<file path="src/hdl/llcta_pkg.sv">
// Package: shared types and codes for the least-loaded class task arbiter.
package llcta_pkg;

    localparam int OP_W     = 2;
    localparam int CLASS_W  = 3;
    localparam int TAGF_W   = 16;
    localparam int STATUS_W = 3;

    localparam logic [OP_W-1:0] OP_PUSH    = 2'd0;
    localparam logic [OP_W-1:0] OP_DEQUEUE = 2'd1;
    localparam logic [OP_W-1:0] OP_FINISH  = 2'd2;
    localparam logic [OP_W-1:0] OP_UNUSED  = 2'd3;

    localparam logic [STATUS_W-1:0] ST_DONE   = 3'd0;
    localparam logic [STATUS_W-1:0] ST_GRANT  = 3'd1;
    localparam logic [STATUS_W-1:0] ST_NOWORK = 3'd2;
    localparam logic [STATUS_W-1:0] ST_FULL   = 3'd3;
    localparam logic [STATUS_W-1:0] ST_NORUN  = 3'd4;

    typedef struct packed {
        logic [OP_W-1:0]    operation;
        logic [CLASS_W-1:0] class_id;
        logic [TAGF_W-1:0]  task_tag;
    } req_t;

    typedef struct packed {
        logic [STATUS_W-1:0] status;
        logic [CLASS_W-1:0]  grant_class;
        logic [TAGF_W-1:0]   grant_tag;
    } rsp_t;

endpackage

</file>
<file path="src/hdl/llcta_tag_ram.sv">
// Tag storage: one memory holding every class FIFO, registered read.
module llcta_tag_ram #(
    parameter int ADDR_W = 7,
    parameter int DATA_W = 16
) (
    input  logic              aclk,
    input  logic              wr_en,
    input  logic [ADDR_W-1:0] wr_addr,
    input  logic [DATA_W-1:0] wr_data,
    input  logic [ADDR_W-1:0] rd_addr,
    output logic [DATA_W-1:0] rd_data
);

    logic [DATA_W-1:0] mem [0:(1<<ADDR_W)-1];

    always_ff @(posedge aclk) begin
        if (wr_en) begin
            mem[wr_addr] <= wr_data;
        end
        rd_data <= mem[rd_addr];
    end

endmodule

</file>
<file path="src/hdl/least_loaded_class_task_arbiter_unit.sv">
// Top level: least-loaded class task arbiter with per-class FIFOs.
//
// One beat in, one beat out. Push, unused operations and a dequeue on an empty
// list go from S_EXEC straight to S_OUT; a dequeue walks the class list one
// entry per cycle through a single compare unit in S_SCAN, then passes S_PICK
// and, when a task is granted, S_READ before S_OUT; a finish that retires its
// class searches and shifts the list one entry per cycle in S_SHIFT. The block
// takes no new beat until the result has moved into the output register; a
// result waiting there for the receiver does not hold off the next beat. All
// class FIFOs share one tag memory of 2**(CW+QW) entries (NUM_CLASSES *
// QUEUE_DEPTH when both are powers of two) with a registered read port; FIFO
// fill and head pointers reset to zero, so no clearing pass is needed.
module least_loaded_class_task_arbiter_unit
    import llcta_pkg::*;
#(
    parameter int NUM_CLASSES = 8,
    parameter int QUEUE_DEPTH = 16,
    parameter int MAX_RUNNERS = 16,
    parameter int TAG_WIDTH   = 16
) (
    input  logic aclk,
    input  logic aresetn,
    input  logic s_valid,
    output logic s_ready,
    input  req_t s_data,
    output logic m_valid,
    input  logic m_ready,
    output rsp_t m_data
);

    localparam int CW  = (NUM_CLASSES > 1) ? $clog2(NUM_CLASSES) : 1;
    localparam int LW  = $clog2(NUM_CLASSES + 1);
    localparam int QW  = (QUEUE_DEPTH > 1) ? $clog2(QUEUE_DEPTH) : 1;
    localparam int FW  = $clog2(QUEUE_DEPTH + 1);
    localparam int RW  = $clog2(MAX_RUNNERS + 1);
    localparam int AW  = CW + QW;
    localparam int TW  = (TAG_WIDTH < TAGF_W) ? TAG_WIDTH : TAGF_W;

    typedef enum logic [6:0] {
        S_IDLE  = 7'b0000001,
        S_EXEC  = 7'b0000010,
        S_SCAN  = 7'b0000100,
        S_PICK  = 7'b0001000,
        S_READ  = 7'b0010000,
        S_SHIFT = 7'b0100000,
        S_OUT   = 7'b1000000
    } state_t;

    state_t state_reg;

    req_t             req_reg;
    logic [CW-1:0]    order_reg [NUM_CLASSES];
    logic [LW-1:0]    len_reg;
    logic [CW-1:0]    pos_reg;
    logic [NUM_CLASSES-1:0] present_reg;
    logic [RW-1:0]    runners_reg [NUM_CLASSES];
    logic [QW-1:0]    head_reg [NUM_CLASSES];
    logic [FW-1:0]    fill_reg [NUM_CLASSES];

    logic [CW-1:0]    start_reg;
    logic [LW-1:0]    step_reg;
    logic [CW-1:0]    idx_reg;
    logic [CW-1:0]    best_reg;
    logic [STATUS_W-1:0] status_reg;
    logic [CW-1:0]    gclass_reg;
    logic [TW-1:0]    gtag_reg;

    logic             wr_en;
    logic [AW-1:0]    wr_addr, rd_addr;
    logic [TW-1:0]    rd_data;

    // Class field sized to index width; out-of-range ids are dropped.
    logic [CW-1:0] cid;
    logic          cid_ok;
    assign cid    = CW'(req_reg.class_id);
    assign cid_ok = ({{32-CLASS_W{1'b0}}, req_reg.class_id} < NUM_CLASSES);

    logic [CW-1:0] cur_cls;
    assign cur_cls = order_reg[idx_reg];

    // Tail slot wraps at the queue depth.
    logic [FW:0]   tail_sum;
    logic [QW-1:0] tail_slot;
    assign tail_sum  = (FW+1)'(head_reg[cid]) + (FW+1)'(fill_reg[cid]);
    assign tail_slot = (tail_sum >= (FW+1)'(QUEUE_DEPTH))
                       ? QW'(tail_sum - (FW+1)'(QUEUE_DEPTH)) : QW'(tail_sum);

    assign wr_en   = (state_reg == S_EXEC) && (req_reg.operation == OP_PUSH) && cid_ok
                     && (!present_reg[cid] || fill_reg[cid] != FW'(QUEUE_DEPTH));
    assign wr_addr = {cid, present_reg[cid] ? tail_slot : QW'(0)};
    assign rd_addr = {best_reg, head_reg[best_reg]};

    llcta_tag_ram #(.ADDR_W(AW), .DATA_W(TW)) u_ram (
        .aclk    (aclk),
        .wr_en   (wr_en),
        .wr_addr (wr_addr),
        .wr_data (req_reg.task_tag[TW-1:0]),
        .rd_addr (rd_addr),
        .rd_data (rd_data)
    );

    assign s_ready = (state_reg == S_IDLE);

    always_ff @(posedge aclk) begin
        if (!aresetn) begin
            state_reg   <= S_IDLE;
            len_reg     <= '0;
            pos_reg     <= '0;
            present_reg <= '0;
            m_valid     <= 1'b0;
            for (int i = 0; i < NUM_CLASSES; i++) begin
                runners_reg[i] <= '0;
                head_reg[i]    <= '0;
                fill_reg[i]    <= '0;
            end
        end else begin
            // Drop the result beat once taken, unless a new one loads now.
            if (m_valid && m_ready && state_reg != S_OUT) begin
                m_valid <= 1'b0;
            end
            case (state_reg)
                S_IDLE: begin
                    if (s_valid && s_ready) begin
                        req_reg    <= s_data;
                        status_reg <= ST_DONE;
                        gclass_reg <= '0;
                        state_reg  <= S_EXEC;
                    end
                end
                S_EXEC: begin
                    state_reg <= S_OUT;
                    if (req_reg.operation == OP_PUSH && cid_ok) begin
                        // Join the list on first sight, then append the tag.
                        if (!present_reg[cid]) begin
                            present_reg[cid] <= 1'b1;
                            head_reg[cid]    <= '0;
                            fill_reg[cid]    <= FW'(1);
                            if (len_reg < LW'(NUM_CLASSES)) begin
                                order_reg[len_reg[CW-1:0]] <= cid;
                                len_reg <= len_reg + 1'b1;
                            end
                        end else if (fill_reg[cid] == FW'(QUEUE_DEPTH)) begin
                            status_reg <= ST_FULL;
                        end else begin
                            fill_reg[cid] <= fill_reg[cid] + 1'b1;
                        end
                    end else if (req_reg.operation == OP_DEQUEUE) begin
                        if (len_reg == '0) begin
                            status_reg <= ST_NOWORK;
                        end else begin
                            // Start the scan at the rotating position.
                            logic [CW-1:0] st;
                            st = (LW'(pos_reg) < len_reg) ? pos_reg : '0;
                            start_reg <= st;
                            idx_reg   <= st;
                            best_reg  <= order_reg[st];
                            step_reg  <= '0;
                            state_reg <= S_SCAN;
                        end
                    end else if (req_reg.operation == OP_FINISH && cid_ok) begin
                        logic [RW-1:0] rn;
                        rn = runners_reg[cid];
                        if (rn == '0) begin
                            status_reg <= ST_NORUN;
                        end else begin
                            rn = rn - 1'b1;
                            runners_reg[cid] <= rn;
                        end
                        if (present_reg[cid] && rn == '0 && fill_reg[cid] == '0) begin
                            present_reg[cid] <= 1'b0;
                            head_reg[cid]    <= '0;
                            idx_reg          <= '0;
                            step_reg         <= '0;
                            state_reg        <= S_SHIFT;
                        end
                    end
                end
                S_SCAN: begin
                    // Compare one list entry per cycle; keep strict minimum.
                    if (runners_reg[cur_cls] < runners_reg[best_reg]) begin
                        best_reg <= cur_cls;
                    end
                    idx_reg  <= (LW'(idx_reg) + 1'b1 >= len_reg) ? '0 : idx_reg + 1'b1;
                    step_reg <= step_reg + 1'b1;
                    if (step_reg + 1'b1 >= len_reg) begin
                        state_reg <= S_PICK;
                    end
                end
                S_PICK: begin
                    pos_reg <= (LW'(start_reg) + 1'b1 >= len_reg) ? '0 : start_reg + 1'b1;
                    if (fill_reg[best_reg] == '0
                        || runners_reg[best_reg] >= RW'(MAX_RUNNERS)) begin
                        status_reg <= ST_NOWORK;
                        state_reg  <= S_OUT;
                    end else begin
                        state_reg <= S_READ;
                    end
                end
                S_READ: begin
                    // Memory read issued in S_PICK lands now; hold it and pop the head.
                    gtag_reg <= rd_data;
                    head_reg[best_reg] <= (head_reg[best_reg] == QW'(QUEUE_DEPTH - 1))
                                          ? '0 : head_reg[best_reg] + 1'b1;
                    fill_reg[best_reg]    <= fill_reg[best_reg] - 1'b1;
                    runners_reg[best_reg] <= runners_reg[best_reg] + 1'b1;
                    status_reg <= ST_GRANT;
                    gclass_reg <= best_reg;
                    state_reg  <= S_OUT;
                end
                S_SHIFT: begin
                    // Find the class, then move later entries down one a cycle.
                    if (LW'(idx_reg) >= len_reg) begin
                        if (LW'(pos_reg) >= len_reg) begin
                            pos_reg <= '0;
                        end
                        state_reg <= S_OUT;
                    end else if (step_reg == '0) begin
                        if (order_reg[idx_reg] == cid) begin
                            step_reg <= LW'(1);
                            if (LW'(idx_reg) + 1'b1 >= len_reg) begin
                                len_reg <= len_reg - 1'b1;
                                if (LW'(pos_reg) >= len_reg - 1'b1) pos_reg <= '0;
                                state_reg <= S_OUT;
                            end
                        end else begin
                            idx_reg <= idx_reg + 1'b1;
                        end
                    end else begin
                        order_reg[idx_reg] <= order_reg[CW'(LW'(idx_reg) + 1'b1)];
                        idx_reg <= idx_reg + 1'b1;
                        if (LW'(idx_reg) + 2 >= len_reg) begin
                            len_reg <= len_reg - 1'b1;
                            if (LW'(pos_reg) >= len_reg - 1'b1) pos_reg <= '0;
                            state_reg <= S_OUT;
                        end
                    end
                end
                S_OUT: begin
                    // Hold the result until the output register is free.
                    if (!m_valid || m_ready) begin
                        m_valid <= 1'b1;
                        m_data.status      <= status_reg;
                        m_data.grant_class <= CLASS_W'(gclass_reg);
                        m_data.grant_tag   <= (status_reg == ST_GRANT) ? TAGF_W'(gtag_reg) : '0;
                        state_reg <= S_IDLE;
                    end
                end
                default: state_reg <= S_IDLE;
            endcase
        end
    end

endmodule

</file>
<file path="config.mk">
export PLATFORM = sky130hd
export DESIGN_NAME = least_loaded_class_task_arbiter_unit
export DESIGN_NICKNAME = d
export VERILOG_FILES = /design/src/hdl/llcta_pkg.sv /design/src/hdl/llcta_tag_ram.sv /design/src/hdl/least_loaded_class_task_arbiter_unit.sv
export SDC_FILE = /design/constraint.sdc
export NUM_CORES = 2
export LEC_CHECK = 0
export BUFFER_PORTS_ARGS = -buffer_cell sky130_fd_sc_hd__clkbuf_2
export CAP_MARGIN = 10
export CORE_ASPECT_RATIO = 1.5
export CORE_MARGIN = 10
export CORE_UTILIZATION = 30
export DETAILED_ROUTE_END_ITERATION = 10
export GPL_TIMING_DRIVEN = 0
export HOLD_SLACK_MARGIN = 0.03
export MAX_ROUTING_LAYER = met4
export SYNTH_ARGS = -nofsm -noshare
export SYNTH_HDL_FRONTEND = slang
export SYNTH_SLANG_ARGS = --single-unit
</file>
<file path="constraint.sdc">
create_clock -name aclk -period 5.4 [get_ports aclk]
set_input_delay 0.27 -clock aclk [delete_from_list [all_inputs] [get_ports aclk]]
set_output_delay 0.27 -clock aclk [all_outputs]
set_load 0.02 [all_outputs]
</file>
Word-level counts from Yosys, hierarchy flattened. Memories as Yosys holds them, arrays and structs flattened. A register that Yosys moved wholly into a read port is not among the register bits. Cells that the tools add are included.

Output and inout port bits: 24. Memories kept: 5. Logic and storage cells: 316. Memory bits (writable): 2184. Flip-flop bits (word level): 101.

Equal/unequal tests: 47. Bitwise gates (word level): 7. Reduce and logical (&&, ||, !) cells: 48. $add $sub $neg: 15. Mux-type cells: 162. Magnitude comparators: 14.

Memories: u_ram.mem (words 128, width 16, read ports 1, clocked after Yosys merged registers in 1, write ports 1, line llcta_tag_ram.sv:14) `logic [DATA_W-1:0] mem [0:(1<<ADDR_W)-1];`; fill_reg (words 8, width 5, read ports 2, clocked after Yosys merged registers in 2, write ports 8, line least_loaded_class_task_arbiter_unit.sv:58) `logic [FW-1:0] fill_reg [NUM_CLASSES];`; runners_reg (words 8, width 5, read ports 3, clocked after Yosys merged registers in 2, write ports 8, line least_loaded_class_task_arbiter_unit.sv:56) `logic [RW-1:0] runners_reg [NUM_CLASSES];`; head_reg (words 8, width 4, read ports 2, clocked after Yosys merged registers in 2, write ports 8, line least_loaded_class_task_arbiter_unit.sv:57) `logic [QW-1:0] head_reg [NUM_CLASSES];`; order_reg (words 8, width 3, read ports 3, clocked after Yosys merged registers in 1, write ports 1, line least_loaded_class_task_arbiter_unit.sv:52) `logic [CW-1:0] order_reg [NUM_CLASSES];`.

Operators with widths (number): $mux 3 (46); $mux 7 (14); $mux 4 (22); $mux 5 (11); $mux 1 (54); $pmux 7 s7 (1); $mux 8 (5); $ne 2x2->1 const B (12); $logic_not 5->1 (4); $reduce_or 5->1 (4); $ne 3x3->1 const B (6); $pmux 3 s2 (3); $reduce_and 9->1 (2); $ge 4x4->1 (4); $reduce_and 8->1 (2); $reduce_and 5->1 (3); $add 4x1->4 const B (3); $ge 3x4->1 (3); $ne 4x4->1 const B (3); $pmux 3 s4 (1); $pmux 4 s3 (1); $reduce_and 6->1 (2); $reduce_bool 2->1 (6); $add 5x1->5 const B (2); 53 further kinds (79).

Longest topological paths before layout.
Word-level depth: 21. Gate-level depth with buffers: 15. Gate-level depth less buffers: 13.

By module. A second synthesis with hierarchy kept.

Cell total of the unflattened synthesis: 4217. Area total of the unflattened synthesis: 92165.9 sq um.

By module, submodules not included: llcta_tag_ram (cells an instance 3086, area each 78522.8 sq um, instances 1, sequential area each 61819.3 sq um); least_loaded_class_task_arbiter_unit (cells an instance 1131, area each 13643.1 sq um, instances 1, sequential area each 7066.8 sq um).

Worst setup path before layout. No wires, ideal clock.

Kind: reg-to-reg. Start point: reg (tool-made name). End point: mem u_ram.mem[88][0], enable pin. Data arrival time: 4118 ps. Period minus slack after synthesis: 4506 ps. Library setup time: 388 ps. Stages on the path, launching flop included: 16. Setup slack: 894 ps. Cell sequence: dfxtp_1 buf_2 clkbuf_1 clkbuf_1 mux4_2 mux2i_1 inv_1 ha_1 a21o_1 a21oi_1 xnor2_1 xor2_1 nor2b_1 clkbuf_1 nand2_1 nor2_1.

RTL lines (line): end: declaration (llcta_tag_ram.sv:14).

==> metrics.txt <==
Final period util=104.0%; CP top delay family=buffers and inverters; RSZ-0062 raised after global routing=true; Comb power frac=under 10%; initial drt markers=9554; Chip Height=706.9 µm; first-pass GRT wire length=550.5 mm; Async S/R FF share, synth=0%; synthesized area per cell=14.12 µm²; Seq cells post-synth=2310; final setup fails=18; clk root buf=clkbuf_16; Setup CP Type=flop to flop; final hold vios=0; VDD IR max=0.0002843 V; Synth cell types=71; Layout Nets=7358; dominant cell type by area after synthesis=edfxtp_1; Die W=~480 µm; Setup WS pre-CTS=-1.724 ns; Cells after Synth=6681; Worst Setup End Kind=flop; Core ar.=313700 µm²; per-cell routed wire length=35.59 µm; clk slew on worst S/H paths=0.07 ns; drt via density=5.584; area growth from synthesis to layout=21.48%; Power Density=324.3 nW/µm²; initial antenna violation count=33; Worst Setup Start Kind=flop; fill count=29440; most frequent cell after synthesis=edfxtp_1; max frequency=approximately 0.18 GHz; internal power=28550 µW; drt pass-1 iters=8; largest net degree at the start of global routing=35; RePlAce Congestion=1.081; post-synth net total=6756; Slowest-stage cell, CP=a311oi_4; Hold Crit Class=primary input to flop; failing checks=setup timing; outcome=finished, violations left; sequential-to-total area share from yosys stat=between 70 and 80%; final design utilization=36.54%; slowest stage delay, CP=0.62 ns; leakage=around 0.039 µW; Max Buffers Root-to-Sink=4; total grt overflow=0; Netlist Area Pre-Place=94370 µm²; final worst slack=-0.2175 ns; Max Transition Viols Final=0; GRT Total Usage=between 20% and 30%; Buf/Inv on CP=5; Non-Filler Instances=11670; ranking of synthesized cells by area=edfxtp_1 (72%), mux2i_1 (5.3%), nand2_1 (5.2%), nand3_1 (2.9%), mux4_2 (1.7%); DRC viols=0; vias in the first global route=63010; # IOs=49; CP arrival=between 6 and 7 ns; TritonCTS Buffers=between 200 and 250; Max-cap violations=0; Critical Path Fanout Max=10; sequential group share of total power=about 53%; switching part of the total=23.20%; Vias=65190; Clock power frac=between 40% and 50%; row count=252; max FFs per register=just over 2000; Initial Utilization=a little under a third; hpwl dp=305.2 mm; remaining antenna violation count=0; EDFF count, synth=2262; layout cells sized above 1=15.87%; H-Tree Depth=4; Clock Latency Late Sink=0.97 ns; Die ar.=337900 µm²; Synth Flop Type=edfxtp_1; drt total wl=415.5 mm; NetSw=8623 µW; IO buf count=48; WP data required=6.10 ns; CTS tree=yes; synth cell count leaders=edfxtp_1 (2262), nand2_1 (1308), nand3_1 (555); placed insts=roughly 11000; clock skew=between 0.1 and 0.15 ns; Worst Max-Slew Pin Slew=1.450 ns; relative slew slack=3.350%; Synth top area share=between 70% and 80%; Critical Path, Cell by Cell=buf_2 > nor2_1 > a22oi_1 > nand2_1 > inv_2 > buf_2 > buf_4 > clkbuf_2 > nand3_1 > a311oi_4 > nor3_1 > a21oi_1 > nand4_1; warnings from Yosys=0; clk sinks=around 2300; crit-path most repeated cell=buf_2; post-route minimum period=5.617 ns
final timing paths:
path / cells after the start / from / slack, ns / end
worst max register to register: 13 / flop / -0.22 / u_ram.rd_data[15]
worst min register to register: 0 / u_ram.rd_data[12] / 0.41 / gtag_reg[12]
worst min-delay path: 2 / s_data[15] / 0.08 / req_reg[15]
worst max-delay path: 13 / flop / -0.22 / u_ram.rd_data[15]
layout by cell type (no fill, tap or decap), types with 19 or more instances in the layout:
cell type,n
buf_12,74
buf_8,93
nor2_4,85
clkbuf_2,103
nor4_1,30
a21oi_1,164
o221ai_1,160
and2_1,26
a311oi_1,31
nor2_2,48
buf_16,107
nor3_1,86
nand3_1,553
nand2_1,1289
mux4_2,72
o22ai_1,56
clkbuf_1,204
mux2i_1,493
edfxtp_1,2262
buf_4,65
clkinv_2,42
diode_2,38
dfxtp_1,48
a31oi_1,127
clkinv_1,39
bufinv_16,23
a211oi_1,19
buf_1,40
a31oi_2,22
o21ai_0,55
buf_2,84
ha_1,49
dlygate4sd3_1,23
nor2_1,224
and3_1,39
clkbuf_16,210
nand4_1,19
inv_1,33
what timing repair did:
item                                    CTS  global route
pin swaps                                35            15
setup endpoints to repair              2096           713
buffers inserted                         64            18
hold buffers                             23             0
endpoints found under the hold margin    35             0
resized for setup                       158           101
gates cloned                              0             0
cell families after synthesis:
family,share of synthesized area [%]
fa+ha+maj,0.6709
flops,73.00
simple gates,11.20
compound gates,5.554
xor+xnor,0.2506
buf+inv,1.962
mux,7.363
through the flow:
step           cell area [µm²]  TNS (ns)  total power (µW)  hold slack [ns]
2_1_floorplan            94370         0             21020           0.3689
3_3_place_gp             99850  -4809.71             21990           0.3895
3_5_place_dp            105600  -2324.12             22190           0.3887
4_1_cts                 113900         0             37170          0.04788
5_1_grt                 114600   -0.1395             37940          0.08228
6_report                114600    -2.197             37170          0.07723
worst register-to-register path: cells and delay by family, from the launching register on:
family	cells	cell delay, ns
DFF	1	0.53
buffers and inverters	5	2.07
AOI/OAI and AO/OA	3	1.44
and+or+nand+nor	5	1.38
per-layer routing:
layer	vias to the layer above	global-route usage (%)	routed length, µm
met1	32740	24.88	133000
met4	0	21.68	48080
met5	-	-	0
li1	26590	-	-
met3	1517	5.601	37650
met2	4343	39.47	196800
power groups by stage:
stage          Clock [µW]  Combinational (µW)  Sequential (µW)
2_1_floorplan           0                 819            20200
3_3_place_gp            0                1580            20400
3_5_place_dp            0                2070            20100
4_1_cts             15300                2130            19700
5_1_grt             16000                2250            19700
6_report            15200                2220            19700
layout make-up:
| class | count | area [µm²] | share of cell area, % |
|---|---|---|---|
| clock buffers | 244 | 5393 | 4.704 |
| diodes | 38 | 95.09 | 0.08295 |
| plain buffers | 402 | 1941 | 1.693 |
| clock inverters | 128 | 1297 | 1.132 |
| well taps | 4191 | 5244 | 4.574 |
| flip-flops and latches | 2310 | 68890 | 60.09 |
| inverters | 38 | 142.6 | 0.1244 |
| repair buffers | 401 | 6745 | 5.884 |
| multi-input cells | 3921 | 24890 | 21.71 |
No activity file was read; power rests on OpenSTA's default activity.
